$ cat src/hdl/brf_pkg.sv
package brf_pkg;

   // Buffer geometry
   localparam int DEPTH  = 64;
   localparam int ADDR_W = $clog2(DEPTH);
   localparam int FILL_W = 7;
   localparam int BYTE_W = 8;
   localparam int OP_W   = 2;

   localparam logic [BYTE_W-1:0] LINE_END_RESET = 8'd10;

   // Request op codes
   localparam logic [OP_W-1:0] OP_WRITE = 2'd0;
   localparam logic [OP_W-1:0] OP_COUNT = 2'd1;
   localparam logic [OP_W-1:0] OP_LINE  = 2'd2;

   // Commands handed from the front end to the execution side
   typedef enum logic [1:0] {
      CMD_WRITE = 2'd0,
      CMD_COUNT = 2'd1,
      CMD_LINE  = 2'd2
   } cmd_kind_type;

   typedef struct packed {
      cmd_kind_type       kind;
      logic [BYTE_W-1:0]  data;
      logic [FILL_W-1:0]  count;
   } cmd_type;

   // Ring pointer advance with wrap
   function automatic logic [ADDR_W-1:0] ptr_next(input logic [ADDR_W-1:0] p);
      logic [ADDR_W-1:0] r;
      if (p == ADDR_W'(DEPTH - 1)) begin
         r = '0;
      end else begin
         r = p + ADDR_W'(1);
      end
      return r;
   endfunction

endpackage

$ cat src/hdl/brf_if.sv
interface brf_req_if;
   import brf_pkg::*;
   logic               valid;
   logic               ready;
   logic [OP_W-1:0]    op;
   logic [BYTE_W-1:0]  data_in;
   logic [FILL_W-1:0]  read_count;
   modport source (output valid, op, data_in, read_count, input ready);
   modport sink (input valid, op, data_in, read_count, output ready);
endinterface

interface brf_rsp_if;
   import brf_pkg::*;
   logic               valid;
   logic               ready;
   logic [BYTE_W-1:0]  data_out;
   logic               ok;
   logic               last;
   logic [FILL_W-1:0]  fill_level;
   modport source (output valid, data_out, ok, last, fill_level, input ready);
   modport sink (input valid, data_out, ok, last, fill_level, output ready);
endinterface

interface brf_csr_if;
   import brf_pkg::*;
   logic               valid;
   logic               ready;
   logic [BYTE_W-1:0]  line_end;
   modport source (output valid, line_end, input ready);
   modport sink (input valid, line_end, output ready);
endinterface

$ cat src/hdl/byte_ring_fifo_line_read.sv
// Byte ring FIFO of 64 entries with write, counted read and line read. A write
// gives one transaction on rsp_chan (ok low when full); a counted read gives
// one transaction per popped byte, or a single failure when too few bytes are
// stored; a line read pops through the first byte equal to line_end (reset
// 10), or everything stored, and gives nothing on an empty buffer. Unused op
// and zero-count reads are taken and dropped. Requests are decoded into a
// two-entry command queue, so req_chan keeps accepting while a read drains.
// A taken request is registered in the decode stage, then in the queue, before
// it reaches the execution side. A write or failure is answered as it is
// dequeued; a read is dequeued, then fetches its first byte through the
// registered store read, then emits one byte per cycle while rsp_chan is
// ready. The user must write line_end through csr_chan only while the block
// is idle; the block itself does not enforce it.
module byte_ring_fifo_line_read
   import brf_pkg::*;
(
   input  logic         clock,
   input  logic         reset,
   brf_req_if.sink      req_chan,
   brf_rsp_if.source    rsp_chan,
   brf_csr_if.sink      csr_chan
);

   logic    q_push;
   cmd_type q_push_cmd;
   logic    q_full;
   logic    q_pop;
   cmd_type q_pop_cmd;
   logic    q_empty;

   brf_front u_front (
      .clock    (clock),
      .reset    (reset),
      .req_chan (req_chan),
      .q_full   (q_full),
      .q_push   (q_push),
      .q_cmd    (q_push_cmd)
   );

   brf_cmd_queue u_queue (
      .clock    (clock),
      .reset    (reset),
      .push     (q_push),
      .push_cmd (q_push_cmd),
      .full     (q_full),
      .pop      (q_pop),
      .pop_cmd  (q_pop_cmd),
      .empty    (q_empty)
   );

   brf_back u_back (
      .clock    (clock),
      .reset    (reset),
      .q_empty  (q_empty),
      .q_cmd    (q_pop_cmd),
      .q_pop    (q_pop),
      .csr_chan (csr_chan),
      .rsp_chan (rsp_chan)
   );

endmodule

$ cat src/hdl/brf_front.sv
module brf_front
   import brf_pkg::*;
(
   input  logic          clock,
   input  logic          reset,
   brf_req_if.sink       req_chan,
   input  logic          q_full,
   output logic          q_push,
   output cmd_type       q_cmd
);

   logic    stage_valid_ff, stage_valid_in;
   cmd_type stage_cmd_ff, stage_cmd_in;
   logic    accept;
   logic    keep;
   cmd_type dec_cmd;

   // Stage frees up when empty or when its command moves into the queue
   assign req_chan.ready = !stage_valid_ff || !q_full;
   assign accept = req_chan.valid && req_chan.ready;
   assign q_push = stage_valid_ff && !q_full;
   assign q_cmd  = stage_cmd_ff;

   // Classify: unused op and zero-length counted read produce nothing
   always_comb begin
      keep = 1'b0;
      dec_cmd.kind  = CMD_WRITE;
      dec_cmd.data  = req_chan.data_in;
      dec_cmd.count = req_chan.read_count;
      unique case (req_chan.op)
         OP_WRITE: begin
            keep = 1'b1;
            dec_cmd.kind = CMD_WRITE;
         end
         OP_COUNT: begin
            keep = (req_chan.read_count != '0);
            dec_cmd.kind = CMD_COUNT;
         end
         OP_LINE: begin
            keep = 1'b1;
            dec_cmd.kind = CMD_LINE;
         end
         default: begin
            keep = 1'b0;
         end
      endcase
   end

   always_comb begin
      stage_valid_in = stage_valid_ff && !q_push;
      stage_cmd_in   = stage_cmd_ff;
      if (accept && keep) begin
         stage_valid_in = 1'b1;
         stage_cmd_in   = dec_cmd;
      end
   end

   always_ff @(posedge clock) begin
      if (reset) begin
         stage_valid_ff <= 1'b0;
      end else begin
         stage_valid_ff <= stage_valid_in;
      end
      stage_cmd_ff <= stage_cmd_in;
   end

endmodule

$ cat src/hdl/brf_cmd_queue.sv
module brf_cmd_queue
   import brf_pkg::*;
(
   input  logic    clock,
   input  logic    reset,
   input  logic    push,
   input  cmd_type push_cmd,
   output logic    full,
   input  logic    pop,
   output cmd_type pop_cmd,
   output logic    empty
);

   // Two-entry command queue between front and back
   cmd_type     entry_ff [2];
   logic        wr_ptr_ff, wr_ptr_in;
   logic        rd_ptr_ff, rd_ptr_in;
   logic [1:0]  used_ff, used_in;

   assign full    = (used_ff == 2'd2);
   assign empty   = (used_ff == 2'd0);
   assign pop_cmd = entry_ff[rd_ptr_ff];

   always_comb begin
      wr_ptr_in = wr_ptr_ff ^ push;
      rd_ptr_in = rd_ptr_ff ^ pop;
      used_in   = used_ff;
      if (push && !pop) begin
         used_in = used_ff + 2'd1;
      end else if (pop && !push) begin
         used_in = used_ff - 2'd1;
      end
   end

   always_ff @(posedge clock) begin
      if (reset) begin
         wr_ptr_ff <= 1'b0;
         rd_ptr_ff <= 1'b0;
         used_ff   <= 2'd0;
      end else begin
         wr_ptr_ff <= wr_ptr_in;
         rd_ptr_ff <= rd_ptr_in;
         used_ff   <= used_in;
      end
      if (push) begin
         entry_ff[wr_ptr_ff] <= push_cmd;
      end
   end

endmodule

$ cat src/hdl/brf_back.sv
module brf_back
   import brf_pkg::*;
(
   input  logic          clock,
   input  logic          reset,
   input  logic          q_empty,
   input  cmd_type       q_cmd,
   output logic          q_pop,
   brf_csr_if.sink       csr_chan,
   brf_rsp_if.source     rsp_chan
);

   typedef enum logic [1:0] {
      ST_IDLE = 2'b01,
      ST_RUN  = 2'b10
   } state_type;

   state_type state_ff, state_in;

   // Byte store, written and read in clocked blocks
   logic [BYTE_W-1:0] mem [DEPTH];
   logic [BYTE_W-1:0] rd_data_ff;
   logic              mem_we;
   logic              fetch;

   logic [ADDR_W-1:0] wr_ptr_ff, wr_ptr_in;
   logic [ADDR_W-1:0] rd_ptr_ff, rd_ptr_in;
   logic [FILL_W-1:0] count_ff, count_in;
   logic [ADDR_W-1:0] fetch_ptr_ff, fetch_ptr_in;
   logic [FILL_W-1:0] fetch_left_ff, fetch_left_in;
   logic [FILL_W-1:0] left_ff, left_in;
   logic              line_mode_ff, line_mode_in;
   logic              pend_ff, pend_in;
   logic [BYTE_W-1:0] line_end_ff;

   logic              rsp_valid_ff, rsp_valid_in;
   logic [BYTE_W-1:0] rsp_data_ff, rsp_data_in;
   logic              rsp_ok_ff, rsp_ok_in;
   logic              rsp_last_ff, rsp_last_in;
   logic [FILL_W-1:0] rsp_fill_ff, rsp_fill_in;

   logic can_load;
   logic deliver;
   logic last_now;

   assign csr_chan.ready = 1'b1;

   assign rsp_chan.valid      = rsp_valid_ff;
   assign rsp_chan.data_out   = rsp_data_ff;
   assign rsp_chan.ok         = rsp_ok_ff;
   assign rsp_chan.last       = rsp_last_ff;
   assign rsp_chan.fill_level = rsp_fill_ff;

   // Output register can take a new transaction this cycle
   assign can_load = !rsp_valid_ff || rsp_chan.ready;

   // Pop run: fetched byte goes out, next byte is prefetched alongside
   assign last_now = (left_ff == FILL_W'(1)) ||
                     (line_mode_ff && (rd_data_ff == line_end_ff));
   assign deliver  = (state_ff == ST_RUN) && pend_ff && can_load;
   assign fetch    = (state_ff == ST_RUN) && (fetch_left_ff != '0) &&
                     (!pend_ff || deliver) && !(deliver && last_now);

   always_comb begin
      state_in      = state_ff;
      wr_ptr_in     = wr_ptr_ff;
      rd_ptr_in     = rd_ptr_ff;
      count_in      = count_ff;
      fetch_ptr_in  = fetch_ptr_ff;
      fetch_left_in = fetch_left_ff;
      left_in       = left_ff;
      line_mode_in  = line_mode_ff;
      pend_in       = pend_ff;
      mem_we        = 1'b0;
      q_pop         = 1'b0;
      rsp_valid_in  = rsp_valid_ff && !rsp_chan.ready;
      rsp_data_in   = rsp_data_ff;
      rsp_ok_in     = rsp_ok_ff;
      rsp_last_in   = rsp_last_ff;
      rsp_fill_in   = rsp_fill_ff;

      unique case (state_ff)
         ST_IDLE: begin
            if (!q_empty && can_load) begin
               q_pop = 1'b1;
               case (q_cmd.kind)
                  CMD_WRITE: begin
                     rsp_valid_in = 1'b1;
                     rsp_data_in  = '0;
                     rsp_last_in  = 1'b1;
                     if (count_ff == FILL_W'(DEPTH)) begin
                        rsp_ok_in   = 1'b0;
                        rsp_fill_in = count_ff;
                     end else begin
                        mem_we      = 1'b1;
                        wr_ptr_in   = ptr_next(wr_ptr_ff);
                        count_in    = count_ff + FILL_W'(1);
                        rsp_ok_in   = 1'b1;
                        rsp_fill_in = count_ff + FILL_W'(1);
                     end
                  end
                  CMD_COUNT: begin
                     if (q_cmd.count > count_ff) begin
                        rsp_valid_in = 1'b1;
                        rsp_data_in  = '0;
                        rsp_ok_in    = 1'b0;
                        rsp_last_in  = 1'b1;
                        rsp_fill_in  = count_ff;
                     end else begin
                        state_in      = ST_RUN;
                        fetch_ptr_in  = rd_ptr_ff;
                        fetch_left_in = q_cmd.count;
                        left_in       = q_cmd.count;
                        line_mode_in  = 1'b0;
                        pend_in       = 1'b0;
                     end
                  end
                  CMD_LINE: begin
                     // empty buffer: line read yields nothing
                     if (count_ff != '0) begin
                        state_in      = ST_RUN;
                        fetch_ptr_in  = rd_ptr_ff;
                        fetch_left_in = count_ff;
                        left_in       = count_ff;
                        line_mode_in  = 1'b1;
                        pend_in       = 1'b0;
                     end
                  end
                  default: begin
                  end
               endcase
            end
         end
         ST_RUN: begin
            if (deliver) begin
               rsp_valid_in = 1'b1;
               rsp_data_in  = rd_data_ff;
               rsp_ok_in    = 1'b1;
               rsp_last_in  = last_now;
               rsp_fill_in  = count_ff - FILL_W'(1);
               rd_ptr_in    = ptr_next(rd_ptr_ff);
               count_in     = count_ff - FILL_W'(1);
               left_in      = left_ff - FILL_W'(1);
               pend_in      = 1'b0;
               if (last_now) begin
                  state_in = ST_IDLE;
               end
            end
            if (fetch) begin
               fetch_ptr_in  = ptr_next(fetch_ptr_ff);
               fetch_left_in = fetch_left_ff - FILL_W'(1);
               pend_in       = 1'b1;
            end
         end
         default: begin
            state_in = ST_IDLE;
         end
      endcase
   end

   // Store access
   always_ff @(posedge clock) begin
      if (mem_we) begin
         mem[wr_ptr_ff] <= q_cmd.data;
      end
      if (fetch) begin
         rd_data_ff <= mem[fetch_ptr_ff];
      end
   end

   // Control and pointer registers
   always_ff @(posedge clock) begin
      if (reset) begin
         state_ff     <= ST_IDLE;
         wr_ptr_ff    <= '0;
         rd_ptr_ff    <= '0;
         count_ff     <= '0;
         pend_ff      <= 1'b0;
         rsp_valid_ff <= 1'b0;
         line_end_ff  <= LINE_END_RESET;
      end else begin
         state_ff     <= state_in;
         wr_ptr_ff    <= wr_ptr_in;
         rd_ptr_ff    <= rd_ptr_in;
         count_ff     <= count_in;
         pend_ff      <= pend_in;
         rsp_valid_ff <= rsp_valid_in;
         if (csr_chan.valid) begin
            line_end_ff <= csr_chan.line_end;
         end
      end
      fetch_ptr_ff  <= fetch_ptr_in;
      fetch_left_ff <= fetch_left_in;
      left_ff       <= left_in;
      line_mode_ff  <= line_mode_in;
      rsp_data_ff   <= rsp_data_in;
      rsp_ok_ff     <= rsp_ok_in;
      rsp_last_ff   <= rsp_last_in;
      rsp_fill_ff   <= rsp_fill_in;
   end

endmodule

$ cat src/flat_wrapper.sv
// flat-port wrapper written by rule: the top's interface ports become plain ports
module byte_ring_fifo_line_read_flat import brf_pkg::*;
  (clock, reset, req_chan_valid, req_chan_op, req_chan_data_in, req_chan_read_count, req_chan_ready, rsp_chan_valid, rsp_chan_data_out, rsp_chan_ok, rsp_chan_last, rsp_chan_fill_level, rsp_chan_ready, csr_chan_valid, csr_chan_line_end, csr_chan_ready);
  brf_req_if req_chan_i ();
  brf_rsp_if rsp_chan_i ();
  brf_csr_if csr_chan_i ();
  input  logic clock;
  input  logic reset;
  input wire logic [$bits(req_chan_i.valid)-1:0] req_chan_valid;
  input wire logic [$bits(req_chan_i.op)-1:0] req_chan_op;
  input wire logic [$bits(req_chan_i.data_in)-1:0] req_chan_data_in;
  input wire logic [$bits(req_chan_i.read_count)-1:0] req_chan_read_count;
  output wire logic [$bits(req_chan_i.ready)-1:0] req_chan_ready;
  output wire logic [$bits(rsp_chan_i.valid)-1:0] rsp_chan_valid;
  output wire logic [$bits(rsp_chan_i.data_out)-1:0] rsp_chan_data_out;
  output wire logic [$bits(rsp_chan_i.ok)-1:0] rsp_chan_ok;
  output wire logic [$bits(rsp_chan_i.last)-1:0] rsp_chan_last;
  output wire logic [$bits(rsp_chan_i.fill_level)-1:0] rsp_chan_fill_level;
  input wire logic [$bits(rsp_chan_i.ready)-1:0] rsp_chan_ready;
  input wire logic [$bits(csr_chan_i.valid)-1:0] csr_chan_valid;
  input wire logic [$bits(csr_chan_i.line_end)-1:0] csr_chan_line_end;
  output wire logic [$bits(csr_chan_i.ready)-1:0] csr_chan_ready;
  assign req_chan_i.valid = req_chan_valid;
  assign req_chan_i.op = req_chan_op;
  assign req_chan_i.data_in = req_chan_data_in;
  assign req_chan_i.read_count = req_chan_read_count;
  assign req_chan_ready = req_chan_i.ready;
  assign rsp_chan_valid = rsp_chan_i.valid;
  assign rsp_chan_data_out = rsp_chan_i.data_out;
  assign rsp_chan_ok = rsp_chan_i.ok;
  assign rsp_chan_last = rsp_chan_i.last;
  assign rsp_chan_fill_level = rsp_chan_i.fill_level;
  assign rsp_chan_i.ready = rsp_chan_ready;
  assign csr_chan_i.valid = csr_chan_valid;
  assign csr_chan_i.line_end = csr_chan_line_end;
  assign csr_chan_ready = csr_chan_i.ready;
  byte_ring_fifo_line_read u_core (.clock(clock), .reset(reset), .req_chan(req_chan_i), .rsp_chan(rsp_chan_i), .csr_chan(csr_chan_i));
endmodule
$ cat config.mk
export PLATFORM = sky130hd
export DESIGN_NAME = byte_ring_fifo_line_read_flat
export DESIGN_NICKNAME = d
export VERILOG_FILES = /design/src/hdl/brf_pkg.sv /design/src/hdl/brf_if.sv /design/src/hdl/byte_ring_fifo_line_read.sv /design/src/hdl/brf_front.sv /design/src/hdl/brf_cmd_queue.sv /design/src/hdl/brf_back.sv /design/src/flat_wrapper.sv
export SDC_FILE = /design/constraint.sdc
export NUM_CORES = 1
export LEC_CHECK = 0
export BUFFER_PORTS_ARGS = -buffer_cell sky130_fd_sc_hd__buf_2
export CORE_MARGIN = 3
export CORE_UTILIZATION = 60
export DETAILED_ROUTE_END_ITERATION = 10
export PLACE_DENSITY = 0.74
export SYNTH_ARGS = -nofsm -noshare
export SYNTH_HDL_FRONTEND = slang
export SYNTH_SLANG_ARGS = --single-unit
$ cat constraint.sdc
create_clock -name clock -period 6 [get_ports clock]
set_input_delay 0.6 -clock clock [delete_from_list [all_inputs] [get_ports clock]]
set_output_delay 0.6 -clock clock [all_outputs]
set_load 0.02 [all_outputs]
==> flow_summary.ini, run 1 <==
[sta]
fin_skew_ns = 0.01509
slew_violations = 0
period_needed_ns = 3.840
worstMarginPinSlew_ns = 1.229
finalCritPeriodShare = 0.6400
finalHoldViolations = 0
rsz0062_at_grt = false
clock.fmax_ghz = 0.2604
setup_viol = 0
slew_headroom = 0.1789
fin_ws_ns = 2.160
setup-tns-final_ns = 0

[global_route]
overflow = 0
use_met1 = 0.3516
antenna_found_initial = 2
grt_pass1_vias = 13500
grt_max_degree = 149
grt.met2_usage = 0.3681
track_usage = 0.2384
grt-busiest-layer = met2
grt_pass1_wl_mm = 83.46
grtUsageMet3 = 0.04477

[cells_and_area]
fillers = 2738
drive_gt1_frac = 0.1760
nNetsFinal = 1588
area_delta_synth_final_pct = 9.545
diodes = 0
regArea_sq_mm = 0.01901
multi_input_area_sq_mm = 0.006655

[placement]
place.port_buffers = 48
pre_cts_ws_ns = 1.984
post-dp-hpwl_mm = 32.70
gp_congestion = 0.8696

[synthesis]
ys_async_sr_fraction = 0
synth_edf_count = 609
synthFlopType = edfxtp_1
ys_seq_area_frac = 0.7251
yosysTopAreaCell = edfxtp_1
ys_types = 67
synth_seq_cells = 645
yosysTopAreaCellShare = 0.6976
synth_cells = 1495
synthTopCellsByArea = edfxtp_1 (70%), mux4_2 (8.6%), mux2i_1 (3.1%)
postSynthAreaPerCell_sq_um = 17.54
ys_warn_count = 0
syn-cell-area_sq_mm = 0.02622
syn_nets = 1546

[worst_hold_path]
hold_path_depth = 1
hp-class = input port to register

[cts]
cts.path.max_buffers = 3
numCtsBuffers = 60
htree_levels = 2
cts_root_buffer = clkbuf_16
clkLatencyLatePin_ns = 0.61
post_cts_buffers = 0
cts_tree = yes
holdBufCountCts = 0
ctsResizeCount = 0
clkTransAtPathRegs_ns = 0.06
clock_sinks = 645

[power]
peakVddDrop_mv = 0.3727
leakage_nw = 9.263
power_density_mw_per_mm2 = 419.9

[floorplanning]
pin_count = 50
fp.dieArea_sq_mm = 0.04624
coreArea_sq_mm = 0.04251
start_util = 0.6167
dieWidth_um = 215.0
dieHeight_um = 215.0
rows = 75

[drt]
drc = 0
vias = 13730
drtAntennaViolNets = 0
via_per_inst = 6.348
drt_iter0_drc = 1630
avgRoutedWirePerCell_um = 25.28
totalWireLength_mm = 54.66
dr.pass1.iters = 6

[run]
drv_cap = 0

[setup_path]
rrSetupSlack_ns = 2.16
startpoint_type = register
crit_fanout = 8
reg2regPathDepth = 7
cp_data_arrival_time_ns = 4.08
critPathKind = register to register
end_kind = register
cp.required_ns = 6.24

[status]
status = complete, no violations
[registers in the layout, summed over array words and instances, names as in the netlist]
name,flops
u_core.u_front.q_cmd,17
u_core.u_queue.used_ff,2
u_core.u_queue.rd_ptr_ff,1
u_core.u_queue.entry_ff,34
u_core.u_back.rd_data_ff,8
u_core.u_back.pend_ff,1
u_core.u_front.stage_valid_ff,1
u_core.u_back.rsp_chan.data_out,8
u_core.u_back.line_end_ff,8
u_core.u_back.left_ff,7
u_core.u_back.rsp_chan.fill_level,7
u_core.u_back.count_ff,7
u_core.u_back.rd_ptr_ff,6
u_core.u_back.mem,512
u_core.u_back.rsp_chan.valid,1
u_core.u_back.rsp_chan.last,1
u_core.u_queue.wr_ptr_ff,1
u_core.u_back.state_ff,2
u_core.u_back.fetch_ptr_ff,6
u_core.u_back.line_mode_ff,1
u_core.u_back.fetch_left_ff,7
u_core.u_back.wr_ptr_ff,6
u_core.u_back.rsp_chan.ok,1
[critical path, stage by stage (launching register included)]
cell,delay [ns]
dfxtp_1,0.44
inv_1,0.16
ha_1,0.28
nor3b_1,0.19
and3_1,0.34
nor4_1,0.52
nand3_1,0.69
nor2_1,0.83
[worst paths after layout]
| kind | end | start |
|---|---|---|
| max | u_core.u_back.mem[43][1] | u_core.u_back.count_ff[0] |
| min | u_core.u_front.q_cmd[8] | req_chan_data_in[1] |
| max reg2reg | u_core.u_back.mem[43][1] | u_core.u_back.count_ff[0] |
| min reg2reg | u_core.u_queue.entry_ff[0][14] | u_core.u_front.q_cmd[14] |
[power breakdown]
group | total, mW | switching, mW | leakage, nW | internal [mW]
registers | 5.55 | 0.161 | 5.80 | 5.39
clock network | 3.62 | 1.56 | 0.921 | 2.05
logic | 2.89 | 1.79 | 2.55 | 1.10
[cell usage after synthesis (all sizes together), types with 2 or more instances]
master   instances
ha              21
buf             54
nor4b            3
xor2            18
o21a             6
nand4            5
nand2b           7
nor4             7
o2bb2ai          2
nor2           111
o21ai           35
a211o            3
mux4           103
a221oi           9
mux2            17
edfxtp         609
xnor2           20
and3             8
a211oi          30
clkbuf          27
and2            10
a32oi            2
nand3           31
a41oi            3
dfxtp           36
nor2b           29
a22oi           26
o22ai           11
or3             10
nor3            13
mux2i           80
nand2           50
or2              4
a31oi            8
a21oi           37
nor3b            2
inv             25
o211a            5
o32ai            2
nand3b           2
a21boi           2
[logic make-up (layout without fill, tap and decap cells)]
group | after synthesis | count (layout) | share of synthesized area
compound gates | 190 | 190 | 0.04868
fa+ha+maj | 21 | 21 | 0.01002
xor+xnor | 38 | 38 | 0.01270
other cells | 1 | 1 | 0.0001430
flops | 645 | 645 | 0.7251
mux | 200 | 200 | 0.1268
simple gates | 294 | 294 | 0.05498
buf+inv | 106 | 196 | 0.02167
[per-layer routing]
layer,vias to the layer above,part of all wire
met5,-,0.00038
li1,6012,-
met4,4,0.035
met1,6953,0.42
met2,631,0.47
met3,125,0.078
[per-stage QoR]
step / util / hold slack (ns) / instance area, sq um / power (mW) / instances
CTS: 0.6754 / 0.1256 / 28710 / 12.08 / 2162
global placement: 0.6313 / 0.4261 / 26840 / 8.460 / 2052
finish: 0.6756 / 0.1580 / 28720 / 12.06 / 2162
floorplan: - / 0.4215 / 26220 / 7.703 / 1495
detailed placement: 0.6313 / 0.4335 / 26840 / 8.503 / 2052
global route: 0.6756 / 0.1377 / 28720 / 12.52 / 2162
[area by class of cell]
class / count / share of cell area
inverter: 25 / 0.003268
timing repair buffer: 61 / 0.01263
clock buffer: 77 / 0.05594
tap: 577 / 0.02514
multi-input combinational: 744 / 0.2317
clock inverter: 33 / 0.009411
sequential: 645 / 0.6619
[placed cells by master (no fill, tap or decap), drive strengths merged, types with 4 or more instances in the layout]
master	synthesis	layout
edfxtp	609	609
clkbuf	27	77
mux4	103	103
xor2	18	18
a21oi	37	37
nor2b	29	29
mux2i	80	80
a22oi	26	26
and3	8	8
nand3	31	31
mux2	17	17
a31oi	8	8
clkinvlp	0	4
o21ai	35	35
inv	25	25
buf	54	61
ha	21	21
nand2b	7	7
nor3	13	13
nand2	50	50
nor2	111	111
and2	10	10
o22ai	11	11
clkinv	0	25
a221oi	9	9
nand4	5	5
o211a	5	5
a211oi	30	30
bufinv	0	4
xnor2	20	20
or2	4	4
o21a	6	6
dfxtp	36	36
or3	10	10
nor4	7	7
Power figures use the tool's default switching activity.
==> inputs of run 2 (changes only) <==
Settings changed: ABC_AREA set to 1, CORE_UTILIZATION 60 to 56, PLACE_DENSITY 0.74 to 0.72.
Clock period 6 ns to 3.1 ns, I/O delays scaled along.
==> run 2 against run 1 <==
Combinational power increased to 2.8 times the previous value. Setup slack lost 1.7 ns. Clock skew rose by 0.021 ns. Cell area rose by 6.0%. Synthesized cell count rose by 51%. Maximum frequency up 45%. Sequential share of layout area fell by 3.7 points. Clock power grew 100%. Critical endpoint is now u_core.u_back.mem[57][1]. Highest routed layer is now met4.
==> flow_summary.ini, run 2 <==
[placement]
dp_cells = 2908
place.port_buffers = 48
place_area_sq_mm = 0.02823
post-dp-hpwl_mm = 38.81
gp_congestion = 0.8925

[global_route]
antenna_found_initial = 0
track_usage = 0.2493
overflow = 0
grt_pass1_wl_mm = 96.52
grt_max_degree = 97
grt_pass1_vias = 17090

[cells_and_area]
layout_common_cells = edfxtp_1 (609), nand2_1 (427), nor2_1 (311), o21ai_0 (247), a21oi_1 (97)
fin_cells = 3049
final_common_cell = edfxtp_1
drive_gt1_frac = 0.1175
nNetsFinal = 2443
regMostFlops = u_core.u_back.mem
largest_register_ffs = 512
area_delta_synth_final_pct = 13.11
diodes = 0
fin_area_sq_mm = 0.03044
fillers = 3363

[synthesis]
ys_async_sr_fraction = 0
synth_edf_count = 609
ys_seq_area_frac = 0.7063
synthTopCellsByArea = edfxtp_1 (68%), nand2_1 (6.1%), o21ai_0 (4.6%)
postSynthAreaPerCell_sq_um = 11.90
ys_types = 45
yosysTopAreaCellShare = 0.6795
synth_cells = 2262
synth.top_cells.by_count = edfxtp_1 (609), nand2_1 (436), nor2_1 (311), o21ai_0 (247), a21oi_1 (98)
ys_warn_count = 0
yosysTopAreaCell = edfxtp_1
yosysMostFrequentCell = edfxtp_1
syn_nets = 2313
syn-cell-area_sq_mm = 0.02691
synth_seq_cells = 645
synthFlopType = edfxtp_1

[worst_hold_path]
hold_path_depth = 3
hp-class = input port to register

[run]
drv_cap = 0

[setup_path]
rrSetupSlack_ns = 0.46
crit_fanout = 8
startpoint_type = register
end_kind = register
cp.required_ns = 3.37
reg2regPathDepth = 10
cp_data_arrival_time_ns = 2.92
critPathKind = register to register

[sta]
slew_violations = 0
fin_skew_ns = 0.03627
worstMarginPinSlew_ns = 1.042
rsz0062_at_grt = false
finalCritPeriodShare = 0.8524
period_needed_ns = 2.643
timing.hold.ws_ns = 0.02378
setup_viol = 0
clock.fmax_ghz = 0.3784
slew_headroom = 0.3047
setup-tns-final_ns = 0
finalHoldViolations = 0

[floorplanning]
pin_count = 50
dieWidth_um = 225.2
fp.dieArea_sq_mm = 0.05073
dieHeight_um = 225.2
coreArea_sq_mm = 0.04705
start_util = 0.5720
rows = 79

[cts]
cts.path.max_buffers = 3
clkTransAtPathRegs_ns = 0.06
numCtsBuffers = 67
cts_root_buffer = clkbuf_16
clkLatencyLatePin_ns = 0.60
clock_sinks = 645
htree_levels = 3
cts_tree = yes

[drt]
via_per_inst = 5.815
dr.pass1.iters = 6
drc = 0
vias = 17730
drtAntennaViolNets = 0
avgRoutedWirePerCell_um = 20.73
totalWireLength_mm = 63.21
drt_iter0_drc = 1700

[status]
status = complete, no violations

[power]
leakage_nw = 11.08
peakVddDrop_mv = 0.5534
power_density_mw_per_mm2 = 873.3
-- run 2: final timing paths --
kind | endpoint | start
max | u_core.u_back.mem[57][1] | u_core.u_back.count_ff[0]
min | u_core.u_back.line_end_ff[6] | csr_chan_line_end[6]
max reg2reg | u_core.u_back.mem[57][1] | u_core.u_back.count_ff[0]
min reg2reg | u_core.u_queue.entry_ff[1][0] | u_core.u_front.q_cmd[0]
-- run 2: through the flow --
step	worst slack (ns)	power, mW	util
6_report	0.4575	26.58	0.6470
3_5_place_dp	0.5078	19.27	0.5999
2_1_floorplan	0.2348	16.62	-
4_1_cts	0.4717	26.61	0.6470
5_1_grt	0.2362	27.84	0.6470
3_3_place_gp	0.5002	19.08	0.5999
-- run 2: timing repair --
item	CTS	global route
endpoints found under the hold margin	21	0
setup buffers	0	0
hold buffers	22	0
resized for setup	0	0
setup endpoints to repair	0	0
-- run 2: kinds of logic after synthesis --
| kind of cell | synth area share |
|---|---|
| AO/OA/AOI/OAI | 0.08763 |
| XOR/XNOR | 0.004882 |
| adder cells (fa/ha/maj) | 0.009763 |
| buffers and inverters | 0.03808 |
| flip-flops | 0.7063 |
| multiplexers | 0.02417 |
| other | 0.0001393 |
| AND/OR/NAND/NOR | 0.1291 |
-- run 2: layout make-up --
class	instances	area (sq um)	share of cell area
Inverter	104	395.4	0.01299
Clock inverter	28	165.2	0.005426
Sequential cell	645	19010	0.6244
Clock buffer	91	1828	0.06005
Multi-Input combinational cell	1401	6913	0.2271
Timing Repair Buffer	173	1371	0.04505
Tap cell	607	759.5	0.02495
-- run 2: report_power, final --
part	switching, mW	internal [mW]
logic	5.78	2.20
registers	0.284	10.9
clock network	3.16	4.21
-- run 2: metal layers --
| metal | part of all wire | track usage | vias to the layer above |
|---|---|---|---|
| met3 | 0.080 | 0.04976 | 119 |
| li1 | - | - | 8251 |
| met4 | 0.030 | 0.09389 | 0 |
| met1 | 0.41 | 0.3378 | 8568 |
| met5 | 0 | 0 | - |
| met2 | 0.48 | 0.4046 | 793 |
-- run 2: worst max-delay path, cell delays in order, from the launching register on --
cell     delay (ns)
dfxtp_1        0.43
inv_1          0.12
ha_1           0.24
nand2_1        0.07
nor2_1         0.05
nand3_2        0.14
nand3_4        0.18
nor2_8         0.18
nand3_2        0.42
nor2_1         0.27
buf_4          0.21
